===== src/design/psdd_pkg.sv =====
package psdd_pkg;

  localparam int ERROR_BITS  = 16;
  localparam int SUM_W       = 10;
  localparam int KP_W        = 13;
  localparam int KI_W        = 10;
  localparam int KD_W        = 10;
  localparam int CORR_W      = 11;
  localparam int DRIVE_W     = 12;
  localparam int FACTOR_W    = 9;
  localparam int VEL_W       = 8;
  localparam int CFG_IDX_W   = 3;
  localparam int CFG_DATA_W  = 13;

  localparam int INTEG_LIMIT = 256;

  // product and sum widths follow the error width
  localparam int DIFF_W = ERROR_BITS + 1;
  localparam int P_W    = ERROR_BITS + KP_W + 1;
  localparam int I_W    = SUM_W + KI_W + 1;
  localparam int D_W    = DIFF_W + KD_W + 1;
  localparam int N_W    = P_W + 2;

  // rounding: q = (|n| + 12800) / 25600 = ((|n| + 12800) >> 8) / 100
  localparam int HALF_DIV   = 12800;
  localparam int PRE_SHIFT  = 8;
  localparam int DIVISOR    = 100;
  localparam int Q_W        = CORR_W;
  // magnitude above this cannot change the clamped result
  localparam int T_MAX      = ((1 << Q_W) - 1) * DIVISOR + DIVISOR - 1;
  localparam int T_W        = $clog2(T_MAX + 1);
  localparam int RECIP_SHIFT = T_W + 6;
  localparam int RECIP      = (1 << RECIP_SHIFT) / DIVISOR;
  localparam int RECIP_W    = $clog2(RECIP + 1);
  localparam int PROD_W     = T_W + RECIP_W;

  localparam int VS_W = VEL_W + FACTOR_W;
  localparam int X_W  = VS_W + 4;

  typedef enum logic [CFG_IDX_W-1:0] {
    CFG_KP         = 3'd0,
    CFG_KI         = 3'd1,
    CFG_KD         = 3'd2,
    CFG_CORR_LOW   = 3'd3,
    CFG_CORR_HIGH  = 3'd4
  } cfg_reg_t;

  localparam logic signed [CORR_W-1:0] CORR_LOW_RST  = -11'sd100;
  localparam logic signed [CORR_W-1:0] CORR_HIGH_RST = 11'sd100;

  typedef struct packed {
    logic load_a;
    logic load_b;
    logic valid_a;
  } div_ctl_t;

endpackage


===== src/design/psdd_in_if.sv =====
interface psdd_in_if;
  logic                                   valid;
  logic                                   ready;
  logic signed [psdd_pkg::ERROR_BITS-1:0] steer_error;
  logic [psdd_pkg::FACTOR_W-1:0]          speed_factor;
  logic [psdd_pkg::VEL_W-1:0]             base_velocity;
  logic                                   restart;

  modport source (output valid, steer_error, speed_factor, base_velocity, restart,
                  input ready);
  modport sink (input valid, steer_error, speed_factor, base_velocity, restart,
                output ready);
endinterface


===== src/design/psdd_out_if.sv =====
interface psdd_out_if;
  logic                                valid;
  logic                                ready;
  logic signed [psdd_pkg::CORR_W-1:0]  correction;
  logic signed [psdd_pkg::DRIVE_W-1:0] left_drive;
  logic signed [psdd_pkg::DRIVE_W-1:0] right_drive;

  modport source (output valid, correction, left_drive, right_drive, input ready);
  modport sink (input valid, correction, left_drive, right_drive, output ready);
endinterface


===== src/design/psdd_div100.sv =====
module psdd_div100 (
  input  logic                       clk,
  input  logic                       rst_n,
  input  psdd_pkg::div_ctl_t         ctl,
  input  logic [psdd_pkg::T_W-1:0]   t_in,
  input  logic                       neg_in,
  output logic [psdd_pkg::Q_W-1:0]   q_out,
  output logic                       neg_out
);

  logic [psdd_pkg::T_W-1:0]    t_r;
  logic                        neg_a_r;
  logic [psdd_pkg::PROD_W-1:0] prod_r;
  logic [psdd_pkg::PROD_W-1:0] prod_nxt;
  logic [psdd_pkg::Q_W-1:0]    q_est;
  logic [psdd_pkg::T_W-1:0]    rem;
  logic [psdd_pkg::Q_W-1:0]    q_nxt;
  logic [psdd_pkg::Q_W-1:0]    q_r;
  logic                        neg_b_r;

  assign prod_nxt = psdd_pkg::PROD_W'(t_in) * psdd_pkg::PROD_W'(psdd_pkg::RECIP);

  // reciprocal estimate is exact or one low
  assign q_est = prod_r[psdd_pkg::RECIP_SHIFT +: psdd_pkg::Q_W];
  assign rem   = t_r - psdd_pkg::T_W'(psdd_pkg::T_W'(q_est) *
                                      psdd_pkg::T_W'(psdd_pkg::DIVISOR));
  assign q_nxt = q_est + psdd_pkg::Q_W'(rem >= psdd_pkg::T_W'(psdd_pkg::DIVISOR));

  always_ff @(posedge clk) begin
    if (ctl.load_a) begin
      t_r     <= t_in;
      neg_a_r <= neg_in;
      prod_r  <= prod_nxt;
    end
    if (ctl.load_b) begin
      q_r     <= q_nxt;
      neg_b_r <= neg_a_r;
    end
  end

  assign q_out   = q_r;
  assign neg_out = neg_b_r;

`ifndef NO_ASSERTIONS
  a_est_within_one: assert property (@(posedge clk) disable iff (!rst_n)
    ctl.valid_a |-> rem < psdd_pkg::T_W'(2 * psdd_pkg::DIVISOR))
    else $error("quotient estimate off by more than one");
`endif

endmodule


===== src/design/pid_steering_differential_drive.sv =====
// PID steering correction for a differential drive.
// in_chan carries one request per control sample: steer_error (signed Q8.8),
// speed_factor (Q1.8, 256 = 1.0), base_velocity and restart. restart clears
// the integral and the previous error before that sample is used.
// out_chan returns one result per request, in order: the clamped correction
// and the left and right wheel drives.
// Gains and the correction clamps are written through cfg_we/cfg_index/
// cfg_wdata while no request is in flight.
// out_chan.valid rises when an accepted request reaches the output register;
// one request is accepted every cycle unless a full pipeline is stalled. The integral
// and previous error update at accept, so samples can follow back to back;
// the rest is an 8 stage pipeline (operands, four products, sum, rounding,
// a two stage reciprocal divide by 100, clamp, drive adds).
// Each stage holds while the one after it is full and stalled, so a stalled
// receiver fills the pipeline before in_chan.ready drops.
// Reset (rst_n low, synchronous) empties the pipeline, zeroes the gains and
// the controller history and sets the clamps to -100 and 100.
module pid_steering_differential_drive (
  input  logic                                  clk,
  input  logic                                  rst_n,
  psdd_in_if.sink                               in_chan,
  psdd_out_if.source                            out_chan,
  input  logic                                  cfg_we,
  input  logic [psdd_pkg::CFG_IDX_W-1:0]        cfg_index,
  input  logic [psdd_pkg::CFG_DATA_W-1:0]       cfg_wdata
);

  // configuration
  logic [psdd_pkg::KP_W-1:0]          kp_r;
  logic [psdd_pkg::KI_W-1:0]          ki_r;
  logic [psdd_pkg::KD_W-1:0]          kd_r;
  logic signed [psdd_pkg::CORR_W-1:0] corr_low_r;
  logic signed [psdd_pkg::CORR_W-1:0] corr_high_r;

  always_ff @(posedge clk) begin
    if (!rst_n) begin
      kp_r        <= '0;
      ki_r        <= '0;
      kd_r        <= '0;
      corr_low_r  <= psdd_pkg::CORR_LOW_RST;
      corr_high_r <= psdd_pkg::CORR_HIGH_RST;
    end else if (cfg_we) begin
      case (psdd_pkg::cfg_reg_t'(cfg_index))
        psdd_pkg::CFG_KP:        kp_r        <= cfg_wdata[psdd_pkg::KP_W-1:0];
        psdd_pkg::CFG_KI:        ki_r        <= cfg_wdata[psdd_pkg::KI_W-1:0];
        psdd_pkg::CFG_KD:        kd_r        <= cfg_wdata[psdd_pkg::KD_W-1:0];
        psdd_pkg::CFG_CORR_LOW:  corr_low_r  <= cfg_wdata[psdd_pkg::CORR_W-1:0];
        psdd_pkg::CFG_CORR_HIGH: corr_high_r <= cfg_wdata[psdd_pkg::CORR_W-1:0];
        default: ;
      endcase
    end
  end

  // pipeline control
  logic v1_r, v2_r, v3_r, v4_r, v5_r, v6_r, v7_r, vo_r;
  logic en1, en2, en3, en4, en5, en6, en7, en_o;
  logic accept;

  assign en_o = !vo_r || out_chan.ready;
  assign en7  = !v7_r || en_o;
  assign en6  = !v6_r || en7;
  assign en5  = !v5_r || en6;
  assign en4  = !v4_r || en5;
  assign en3  = !v3_r || en4;
  assign en2  = !v2_r || en3;
  assign en1  = !v1_r || en2;

  assign in_chan.ready = en1;
  assign accept        = in_chan.valid && en1;

  always_ff @(posedge clk) begin
    if (!rst_n) begin
      v1_r <= 1'b0;
      v2_r <= 1'b0;
      v3_r <= 1'b0;
      v4_r <= 1'b0;
      v5_r <= 1'b0;
      v6_r <= 1'b0;
      v7_r <= 1'b0;
      vo_r <= 1'b0;
    end else begin
      if (en1)  v1_r <= in_chan.valid;
      if (en2)  v2_r <= v1_r;
      if (en3)  v3_r <= v2_r;
      if (en4)  v4_r <= v3_r;
      if (en5)  v5_r <= v4_r;
      if (en6)  v6_r <= v5_r;
      if (en7)  v7_r <= v6_r;
      if (en_o) vo_r <= v7_r;
    end
  end

  // controller history, updated at accept
  logic signed [psdd_pkg::SUM_W-1:0]      error_sum_r;
  logic signed [psdd_pkg::ERROR_BITS-1:0] last_error_r;
  logic signed [psdd_pkg::SUM_W-1:0]      sum_base;
  logic signed [psdd_pkg::ERROR_BITS-1:0] last_base;
  logic signed [psdd_pkg::DIFF_W-1:0]     sum_ext;
  logic signed [psdd_pkg::SUM_W-1:0]      sum_nxt;
  logic signed [psdd_pkg::DIFF_W-1:0]     diff_nxt;

  assign sum_base  = in_chan.restart ? '0 : error_sum_r;
  assign last_base = in_chan.restart ? '0 : last_error_r;
  assign sum_ext   = psdd_pkg::DIFF_W'(in_chan.steer_error) + psdd_pkg::DIFF_W'(sum_base);
  assign diff_nxt  = psdd_pkg::DIFF_W'(in_chan.steer_error) - psdd_pkg::DIFF_W'(last_base);

  always_comb begin
    if (sum_ext > psdd_pkg::DIFF_W'(psdd_pkg::INTEG_LIMIT)) begin
      sum_nxt = psdd_pkg::SUM_W'(psdd_pkg::INTEG_LIMIT);
    end else if (sum_ext < -psdd_pkg::DIFF_W'(psdd_pkg::INTEG_LIMIT)) begin
      sum_nxt = -psdd_pkg::SUM_W'(psdd_pkg::INTEG_LIMIT);
    end else begin
      sum_nxt = sum_ext[psdd_pkg::SUM_W-1:0];
    end
  end

  always_ff @(posedge clk) begin
    if (!rst_n) begin
      error_sum_r  <= '0;
      last_error_r <= '0;
    end else if (accept) begin
      error_sum_r  <= sum_nxt;
      last_error_r <= in_chan.steer_error;
    end
  end

  // stage 1: operands
  logic signed [psdd_pkg::ERROR_BITS-1:0] e1_r;
  logic signed [psdd_pkg::SUM_W-1:0]      sum1_r;
  logic signed [psdd_pkg::DIFF_W-1:0]     diff1_r;
  logic [psdd_pkg::VEL_W-1:0]             vel1_r;
  logic [psdd_pkg::FACTOR_W-1:0]          fac1_r;

  always_ff @(posedge clk) begin
    if (en1) begin
      e1_r    <= in_chan.steer_error;
      sum1_r  <= sum_nxt;
      diff1_r <= diff_nxt;
      vel1_r  <= in_chan.base_velocity;
      fac1_r  <= in_chan.speed_factor;
    end
  end

  // stage 2: products
  logic signed [psdd_pkg::P_W-1:0] p2_r;
  logic signed [psdd_pkg::I_W-1:0] i2_r;
  logic signed [psdd_pkg::D_W-1:0] d2_r;
  logic [psdd_pkg::VS_W-1:0]       vs2_r;

  always_ff @(posedge clk) begin
    if (en2) begin
      p2_r  <= psdd_pkg::P_W'(e1_r) * psdd_pkg::P_W'($signed({1'b0, kp_r}));
      i2_r  <= psdd_pkg::I_W'(sum1_r) * psdd_pkg::I_W'($signed({1'b0, ki_r}));
      d2_r  <= psdd_pkg::D_W'(diff1_r) * psdd_pkg::D_W'($signed({1'b0, kd_r}));
      vs2_r <= psdd_pkg::VS_W'(vel1_r) * psdd_pkg::VS_W'(fac1_r);
    end
  end

  // stage 3: pid sum
  logic signed [psdd_pkg::N_W-1:0] n3_r;
  logic [psdd_pkg::VS_W-1:0]       vs3_r;

  always_ff @(posedge clk) begin
    if (en3) begin
      n3_r  <= psdd_pkg::N_W'(p2_r) + psdd_pkg::N_W'(i2_r) + psdd_pkg::N_W'(d2_r);
      vs3_r <= vs2_r;
    end
  end

  // stage 4: magnitude, half add, pre-shift and saturate
  logic [psdd_pkg::N_W-1:0] mag3;
  logic [psdd_pkg::N_W-1:0] t_full;
  logic [psdd_pkg::T_W-1:0] t_nxt;
  logic [psdd_pkg::T_W-1:0] t4_r;
  logic                     neg4_r;
  logic [psdd_pkg::VS_W-1:0] vs4_r;

  assign mag3   = n3_r[psdd_pkg::N_W-1] ? psdd_pkg::N_W'(-n3_r) : psdd_pkg::N_W'(n3_r);
  assign t_full = (mag3 + psdd_pkg::N_W'(psdd_pkg::HALF_DIV)) >> psdd_pkg::PRE_SHIFT;
  assign t_nxt  = (t_full > psdd_pkg::N_W'(psdd_pkg::T_MAX)) ?
                  psdd_pkg::T_W'(psdd_pkg::T_MAX) : t_full[psdd_pkg::T_W-1:0];

  always_ff @(posedge clk) begin
    if (en4) begin
      t4_r   <= t_nxt;
      neg4_r <= n3_r[psdd_pkg::N_W-1];
      vs4_r  <= vs3_r;
    end
  end

  // stages 5 and 6: divide by 100
  psdd_pkg::div_ctl_t        div_ctl;
  logic [psdd_pkg::Q_W-1:0]  q6;
  logic                      neg6;
  logic [psdd_pkg::VS_W-1:0] vs5_r;
  logic [psdd_pkg::VS_W-1:0] vs6_r;

  assign div_ctl.load_a  = en5;
  assign div_ctl.load_b  = en6;
  assign div_ctl.valid_a = v5_r;

  psdd_div100 u_div (
    .clk     (clk),
    .rst_n   (rst_n),
    .ctl     (div_ctl),
    .t_in    (t4_r),
    .neg_in  (neg4_r),
    .q_out   (q6),
    .neg_out (neg6)
  );

  always_ff @(posedge clk) begin
    if (en5) vs5_r <= vs4_r;
    if (en6) vs6_r <= vs5_r;
  end

  // stage 7: sign and clamp
  logic signed [psdd_pkg::Q_W:0]      c_signed;
  logic signed [psdd_pkg::Q_W:0]      low_ext;
  logic signed [psdd_pkg::Q_W:0]      high_ext;
  logic signed [psdd_pkg::CORR_W-1:0] c_nxt;
  logic signed [psdd_pkg::CORR_W-1:0] c7_r;
  logic [psdd_pkg::VS_W-1:0]          vs7_r;

  assign c_signed = neg6 ? -$signed({1'b0, q6}) : $signed({1'b0, q6});
  assign low_ext  = (psdd_pkg::Q_W+1)'(corr_low_r);
  assign high_ext = (psdd_pkg::Q_W+1)'(corr_high_r);

  // when the clamp registers are inverted, values above high take high and all others take low
  always_comb begin
    if (c_signed > high_ext) begin
      c_nxt = corr_high_r;
    end else if (c_signed < low_ext) begin
      c_nxt = corr_low_r;
    end else begin
      c_nxt = c_signed[psdd_pkg::CORR_W-1:0];
    end
  end

  always_ff @(posedge clk) begin
    if (en7) begin
      c7_r  <= c_nxt;
      vs7_r <= vs6_r;
    end
  end

  // output stage: drives truncated toward zero
  logic signed [psdd_pkg::X_W-1:0]     vs_ext;
  logic signed [psdd_pkg::X_W-1:0]     c_scaled;
  logic signed [psdd_pkg::X_W-1:0]     left_x;
  logic signed [psdd_pkg::X_W-1:0]     right_x;
  logic signed [psdd_pkg::X_W-1:0]     left_b;
  logic signed [psdd_pkg::X_W-1:0]     right_b;
  logic signed [psdd_pkg::CORR_W-1:0]  out_corr_r;
  logic signed [psdd_pkg::DRIVE_W-1:0] out_left_r;
  logic signed [psdd_pkg::DRIVE_W-1:0] out_right_r;

  assign vs_ext   = $signed({{(psdd_pkg::X_W-psdd_pkg::VS_W){1'b0}}, vs7_r});
  assign c_scaled = psdd_pkg::X_W'(c7_r) <<< psdd_pkg::PRE_SHIFT;
  assign left_x   = vs_ext + c_scaled;
  assign right_x  = vs_ext - c_scaled;
  assign left_b   = left_x + (left_x[psdd_pkg::X_W-1] ? psdd_pkg::X_W'(255) : '0);
  assign right_b  = right_x + (right_x[psdd_pkg::X_W-1] ? psdd_pkg::X_W'(255) : '0);

  always_ff @(posedge clk) begin
    if (en_o) begin
      out_corr_r  <= c7_r;
      out_left_r  <= left_b[psdd_pkg::PRE_SHIFT +: psdd_pkg::DRIVE_W];
      out_right_r <= right_b[psdd_pkg::PRE_SHIFT +: psdd_pkg::DRIVE_W];
    end
  end

  assign out_chan.valid       = vo_r;
  assign out_chan.correction  = out_corr_r;
  assign out_chan.left_drive  = out_left_r;
  assign out_chan.right_drive = out_right_r;

`ifndef NO_ASSERTIONS
  a_integral_bounded: assert property (@(posedge clk) disable iff (!rst_n)
    error_sum_r <= psdd_pkg::SUM_W'(psdd_pkg::INTEG_LIMIT) &&
    error_sum_r >= -psdd_pkg::SUM_W'(psdd_pkg::INTEG_LIMIT))
    else $error("integral outside its clamp");

  a_last_error_follows: assert property (@(posedge clk) disable iff (!rst_n)
    accept |=> last_error_r == $past(in_chan.steer_error))
    else $error("previous error not taken from accepted request");

  a_stall_only_when_full: assert property (@(posedge clk) disable iff (!rst_n)
    !in_chan.ready |-> (vo_r && !out_chan.ready && v1_r && v4_r && v7_r))
    else $error("input stalled with room in the pipeline");
`endif

endmodule

===== src/flat_wrapper.sv =====
// flat-port wrapper written by rule: the top's interface ports become plain ports
module pid_steering_differential_drive_flat 
  (clk, rst_n, cfg_we, cfg_index, cfg_wdata, in_chan_valid, in_chan_steer_error, in_chan_speed_factor, in_chan_base_velocity, in_chan_restart, in_chan_ready, out_chan_valid, out_chan_correction, out_chan_left_drive, out_chan_right_drive, out_chan_ready);
  psdd_in_if in_chan_i ();
  psdd_out_if out_chan_i ();
  input  logic clk;
  input  logic rst_n;
  input  logic cfg_we;
  input  logic [psdd_pkg::CFG_IDX_W-1:0] cfg_index;
  input  logic [psdd_pkg::CFG_DATA_W-1:0] cfg_wdata;
  input wire logic [$bits(in_chan_i.valid)-1:0] in_chan_valid;
  input wire logic [$bits(in_chan_i.steer_error)-1:0] in_chan_steer_error;
  input wire logic [$bits(in_chan_i.speed_factor)-1:0] in_chan_speed_factor;
  input wire logic [$bits(in_chan_i.base_velocity)-1:0] in_chan_base_velocity;
  input wire logic [$bits(in_chan_i.restart)-1:0] in_chan_restart;
  output wire logic [$bits(in_chan_i.ready)-1:0] in_chan_ready;
  output wire logic [$bits(out_chan_i.valid)-1:0] out_chan_valid;
  output wire logic [$bits(out_chan_i.correction)-1:0] out_chan_correction;
  output wire logic [$bits(out_chan_i.left_drive)-1:0] out_chan_left_drive;
  output wire logic [$bits(out_chan_i.right_drive)-1:0] out_chan_right_drive;
  input wire logic [$bits(out_chan_i.ready)-1:0] out_chan_ready;
  assign in_chan_i.valid = in_chan_valid;
  assign in_chan_i.steer_error = in_chan_steer_error;
  assign in_chan_i.speed_factor = in_chan_speed_factor;
  assign in_chan_i.base_velocity = in_chan_base_velocity;
  assign in_chan_i.restart = in_chan_restart;
  assign in_chan_ready = in_chan_i.ready;
  assign out_chan_valid = out_chan_i.valid;
  assign out_chan_correction = out_chan_i.correction;
  assign out_chan_left_drive = out_chan_i.left_drive;
  assign out_chan_right_drive = out_chan_i.right_drive;
  assign out_chan_i.ready = out_chan_ready;
  pid_steering_differential_drive u_core (.clk(clk), .rst_n(rst_n), .in_chan(in_chan_i), .out_chan(out_chan_i), .cfg_we(cfg_we), .cfg_index(cfg_index), .cfg_wdata(cfg_wdata));
endmodule

===== config.mk =====
export PLATFORM = sky130hd
export DESIGN_NAME = pid_steering_differential_drive_flat
export DESIGN_NICKNAME = d
export VERILOG_FILES = /design/src/design/psdd_pkg.sv /design/src/design/psdd_in_if.sv /design/src/design/psdd_out_if.sv /design/src/design/psdd_div100.sv /design/src/design/pid_steering_differential_drive.sv /design/src/flat_wrapper.sv
export SDC_FILE = /design/constraint.sdc
export NUM_CORES = 2
export LEC_CHECK = 0
export BUFFER_PORTS_ARGS = -buffer_cell sky130_fd_sc_hd__buf_4
export CORE_MARGIN = 2
export CORE_UTILIZATION = 66
export CTS_CLUSTER_DIAMETER = 30
export DETAILED_ROUTE_END_ITERATION = 8
export PLACE_DENSITY_LB_ADDON = 0.15
export RECOVER_POWER = 100
export SLEW_MARGIN = 5
export SYNTH_ARGS = -nofsm -noshare
export SYNTH_HDL_FRONTEND = slang
export SYNTH_SLANG_ARGS = --single-unit
export TNS_END_PERCENT = 100

===== constraint.sdc =====
create_clock -name clk -period 7.3 [get_ports clk]
set_input_delay 0.365 -clock clk [delete_from_list [all_inputs] [get_ports clk]]
set_output_delay 0.365 -clock clk [all_outputs]
set_load 0.03 [all_outputs]

Word-level counts from Yosys, hierarchy flattened
Index checks and enable logic that the tools add are counted.

$lt $le $gt $ge: 6. Add/sub/neg operators: 13. Multiply operators: 6. Equal/unequal tests: 4. Mux-type cells: 10. Reduce and logical (&&, ||, !) cells: 23.

Operators by type and width (number): adder 20 x 8 -> 20 bit (2); multiplier 18 x 16 -> 33 bit (second input constant) (1); adder 31 x 28 -> 32 bit (1); adder 32 x 14 -> 32 bit (second input constant) (1); 2-to-1 mux 32 bit (1); negation 32 bit (1); adder 30 x 21 -> 31 bit (1); multiplier 16 x 14 -> 30 bit (1); 2-to-1 mux 10 bit (3); multiplier 17 x 11 -> 28 bit (1); > comparator 24 x 18 -> 1 bit (second input constant) (1); 2-to-1 mux 11 bit (2); multiplier 10 x 11 -> 21 bit (1); adder 18 x 19 -> 20 bit (1); subtractor 18 x 19 -> 20 bit (1); >= comparator 18 x 7 -> 1 bit (second input constant) (1); subtractor 18 bit (1); adder 16 x 10 -> 17 bit (1); > comparator 17 x 10 -> 1 bit (second input constant) (1); < comparator 17 x 9 -> 1 bit (second input constant) (1); multiplier 8 x 9 -> 17 bit (1); subtractor 16 x 16 -> 17 bit (1); multiplier 11 x 5 -> 16 bit (second input constant) (1); 2-to-1 mux 16 bit (1); 14 further kinds (34).

Output and inout bits: 37. Register bits: 491.

Longest topological paths before layout
Word-level depth: 10. Mapped depth: 26.

Cells and area by module
From an unflattened synthesis, not the netlist that was laid out.

Cells, all modules: 4849. Area, all modules: 49341.1 um2.

By module, submodules not included: pid_steering_differential_drive (cells each 4047, times used 1, area an instance 40807.9 um2, seq. area each 11931.4 um2); psdd_div100 (cells each 802, times used 1, area an instance 8533.2 um2, seq. area each 1201.2 um2).

Worst setup path before layout
No wires, ideal clock.

Path kind: register to register. Start: register u_core.t4_r[9] (netlist bit). End: register u_core.u_div.prod_r[34] (netlist bit), data pin. Slack: 1.263 ns. Path buffers: 0. Cell stages (with the launch flop): 22. Required time: 7.040 ns. Data arrival time: 5.777 ns. Setup time: 0.260 ns. Cell sequence: edfxtp_1 > fa_1 > ha_1 > inv_1 > fa_1 > inv_1 > fa_1 > inv_1 > fa_1 > inv_1 > fa_1 > ha_1 > nand4_1 > a2111o_1 > a311o_1 > o211ai_1 > a41o_1 > o21a_1 > a41oi_1 > a2111oi_0 > nor2_1 > xnor2_1.

Word-level cells in the longest chain between the ends: 1.

RTL lines: start: declaration (line pid_steering_differential_drive.sv:174) `logic [psdd_pkg::T_W-1:0] t4_r;`; start signal: assignment (line pid_steering_differential_drive.sv:185) `t4_r <= t_nxt;`; multiplier 18 x 16 -> 33 bit (line psdd_div100.sv:21) `assign prod_nxt = psdd_pkg::PROD_W'(t_in) * psdd_pkg::PROD_W'(psdd_pkg::RECIP);`; via u_core.u_div.prod_nxt (one bit) (line psdd_div100.sv:14) `logic [psdd_pkg::PROD_W-1:0] prod_nxt;`; end signal: assignment (line psdd_div100.sv:33) `prod_r <= prod_nxt;`; end: declaration (line psdd_div100.sv:13) `logic [psdd_pkg::PROD_W-1:0] prod_r;`.

The timed path passes the listed nets, and every way through them passes these cells. A chain may end at the register's enable or synchronous reset.

Worst setup path in the final report
Same ends and word-level chain as after synthesis.

==> impl_metrics.tcl <==
set metrics [dict create \
    synth_top_family_by_area "adder cells" \
    overflow 0 \
    timing.fmax_mhz 150 \
    synth_seq_cells 467 \
    muxShareOfSynthArea_pct 0.601 \
    syn-instance-count 4733 \
    drt_iter0_markers 2203 \
    synth_warnings 0 \
    arrival_ps 7080 \
    whs_ps 32.1 \
    slew_headroom_pct -145 \
    vias 33900 \
    start_kind "flip-flop" \
    crit_required_ps 7700 \
    net-switching-power_mw 12.3 \
    ctsResizeCount 0 \
    grt_max_degree 72 \
    synth.avg_cell_area_um2 10.3 \
    finalWeightedCongestion 0.903 \
    cts.sinks 467 \
    post-route-period-util_pct 91.5 \
    rsz0062_at_grt "no" \
    power_frac_comb_pct 65.5 \
    fin_nets 6074 \
    violations "max-capacitance violations, max-slew violations" \
    dpl.cell_count 5656 \
    firstDrtPassIters 6 \
    clock_latency_ps 660 \
    path_clk_slew_ps 50 \
    clock_skew_ps 73.0 \
    io_pins 92 \
    switching_share_pct 45.0 \
    reg2reg_depth 21 \
    clkPwrFrac_pct 16.5 \
    async_flop_share_pct 0 \
    final-hold-violation-count 0 \
    dieArea_um2 76300 \
    start_util_pct 66.8 \
    r2r_slack_ps 620 \
    setup_viol 0 \
    cts_root_buf "clkbuf_16" \
    crit_fanout 9 \
    critPathMaxStageDelay_ps 710 \
    coreArea_um2 73200 \
    cts_tree "yes" \
    cts_max_level 3 \
    synth_edf_count 378 \
    end_kind "flip-flop" \
    total_power_mw 27.3 \
    final_common_cell "inv_1" \
    layoutNonFillerInstCount 5883 \
    worst_pin_slew_ps 3670 \
    layout_common_cells "759 x inv_1, 616 x fa_1, 566 x ha_1" \
    port_buffers 91 \
    synth_cell_type_count 89 \
    crit_type "reg2reg" \
    rows 99 \
    dp_slack_ps 614 \
    cap_violations 9 \
    min_delay_path_depth 3 \
    outcome "finished with violations" \
    numCtsBuffers 99 \
    synthSimpleGateAreaFrac_pct 13.7 \
    postRouteAntennaNets 0 \
    synthAdderAreaFrac_pct 39.7 \
    worst_path_most_repeated_cell "fa_1" \
    grt_pass1_vias 35300 \
    drive_gt1_share_pct 5.26 \
    crit_path_top_delay_cell "edfxtp_1" \
    synth_xor_xnor_area_share_pct 4.19 \
    min_path_type "in2reg" \
    antenna_found_initial 3 \
    wl_per_cell_um 18.8 \
    syn-cell-area_um2 48900 \
    die_x_um 276 \
    cell_internal_pwr_mw 15.0 \
    drv_slew 432 \
    synth_flop_cell "edfxtp_1" \
    clock_path_buffers 3 \
    leakage_nw 24.8 \
    routed_wirelength_mm 111 \
    track_usage_pct 30.0 \
    synth_compound_area_share_pct 7.77 \
    pwr-share-seq_pct 18.0 \
    tns_ps 0 \
    period_minus_slack_ps 6680 \
    drc 0 \
    post_cts_buffers 0 \
    synth_nets 5970 \
    area_growth_syn_to_layout_pct 9.98 \
    via_per_inst 5.76 \
    peakVddDrop_uv 957 \
    num-fill-cells 5142 \
    worstPathCellList "fa_1 > ha_1 > inv_1 > fa_1 > inv_1 > fa_1 > inv_1 > fa_1 > inv_1 > fa_1 > ha_1 > nand4_1 > a2111o_1 > a311o_1 > o211ai_1 > a41o_1 > o21a_1 > a41oi_1 > a2111oi_0 > nor2_1 > xnor2_1" \
    fp.dieH_um 276 \
    fin_ws_ps 623 \
    grt_pass1_wl_mm 182 \
    dpl.hpwl_mm 86.6 \
    seq_area_frac_synth_pct 26.9 \
    p_per_area_nw_per_um2 507 \
]
==> metal layers <==
metal	wire length, um	part of all wire [%]	track usage, %	up-vias
met5	0	0	0	-
met4	4410	4.0	11.1	0
met3	5880	5.3	4.06	217
met2	54700	49	51.0	922
met1	45700	41	39.6	17000
li1	-	-	-	15800
==> what timing repair did <==
| item | in CTS | in global routing |
|---|---|---|
| hold endpoints to repair | 58 | 1 |
| hold buffers | 38 | 1 |
| setup endpoints to repair | 0 | 0 |
==> power by group through the flow <==
stage / logic (mW) / registers (mW) / clock network [mW]
after floorplan: 13.9 / 4.70 / 0
after global placement: 17.4 / 4.92 / 0
after detailed placement: 17.8 / 4.94 / 0
after CTS: 18.1 / 4.90 / 4.55
after global routing: 20.4 / 4.98 / 4.68
final: 17.9 / 4.90 / 4.51
==> sequential cells by signal, indices dropped and copies added, names as in the netlist, 12 cells and up <==
register,count
u_core.n3_r,32
u_core.p2_r,30
u_core.d2_r,28
u_core.i2_r,21
u_core.t4_r,18
u_core.diff1_r,17
u_core.vs2_r,17
u_core.vs3_r,17
u_core.vs4_r,17
u_core.vs5_r,17
u_core.vs6_r,17
u_core.vs7_r,17
u_core.e1_r,16
u_core.last_error_r,16
u_core.u_div.t_r,16
u_core.kp_r,13
u_core.out_chan.left_drive,12
u_core.out_chan.right_drive,12
==> synth_stat cells (11+ instances only) <==
master | count | area [um^2]
a211oi_1 | 18 | 135
a21boi_0 | 20 | 150
a21o_1 | 44 | 330
a21oi_1 | 194 | 971
a31oi_1 | 16 | 100
and2_1 | 318 | 1990
and3_1 | 23 | 144
clkbuf_1 | 127 | 477
dfxtp_1 | 89 | 1780
edfxtp_1 | 378 | 11400
fa_1 | 616 | 12300
ha_1 | 566 | 7080
inv_1 | 759 | 2850
mux2i_1 | 26 | 260
nand2_1 | 489 | 1840
nand2b_1 | 46 | 288
nand3_1 | 72 | 360
nand4_1 | 14 | 87.6
nor2_1 | 161 | 604
nor2b_1 | 54 | 338
nor3_1 | 53 | 265
o2111ai_1 | 11 | 96.3
o211ai_1 | 21 | 158
o21a_1 | 35 | 263
o21ai_0 | 109 | 546
o21bai_1 | 19 | 143
o31ai_1 | 12 | 90.1
or2_2 | 19 | 119
or3_1 | 20 | 125
xnor2_1 | 168 | 1470
xor2_1 | 66 | 578
==> final timing paths <==
check | endpoint | startpoint
worst max register to register | u_core.u_div.prod_r[34]$_DFFE_PP_ | u_core.t4_r[9]$_SDFFCE_PN1P_
worst min register to register | u_core.u_div.neg_out$_DFFE_PP_ | u_core.u_div.neg_a_r$_DFFE_PP_
worst min-delay path | u_core.kp_r[9]$_SDFFE_PN0P_ | cfg_wdata[9]
worst max-delay path | u_core.u_div.prod_r[34]$_DFFE_PP_ | u_core.t4_r[9]$_SDFFCE_PN1P_
==> cell families after synthesis <==
family                   after synthesis
AO/OA/AOI/OAI                        588
adder cells (fa/ha/maj)             1183
flip-flops                           467
buffers and inverters                901
XOR/XNOR                             234
multiplexers                          29
AND/OR/NAND/NOR                     1331
==> critical path, delay by kind of cell, from the launching register on <==
| family | cells | cell delay (ps) |
|---|---|---|
| xor gates and xnor gates | 1 | 160 |
| and+or+nand+nor | 2 | 270 |
| buffers and inverters | 4 | 190 |
| adders and majority gates | 7 | 3080 |
| AOI/OAI and AO/OA | 7 | 2010 |
| DFF | 1 | 710 |
==> per-stage QoR <==
stage	cell area, um^2	utilization (%)
final	53800	73.5
after global routing	53800	73.5
after CTS	54100	73.8
after detailed placement	50300	68.7
after global placement	50300	68.7
after floorplan	48900	-
==> cell type report <==
| cell class | count | area, um^2 | share of cell area, % |
|---|---|---|---|
| sequential | 467 | 13100 | 24.4 |
| multi-input combinational | 3365 | 32300 | 60.0 |
| timing repair buffer | 144 | 938 | 1.74 |
| antenna | 3 | 7.51 | 0.0140 |
| clock buffer | 112 | 2550 | 4.74 |
| tap | 959 | 1200 | 2.23 |
| clock inverter | 73 | 848 | 1.58 |
| inverter | 760 | 2850 | 5.30 |
(Power assumes the default switching activity.)
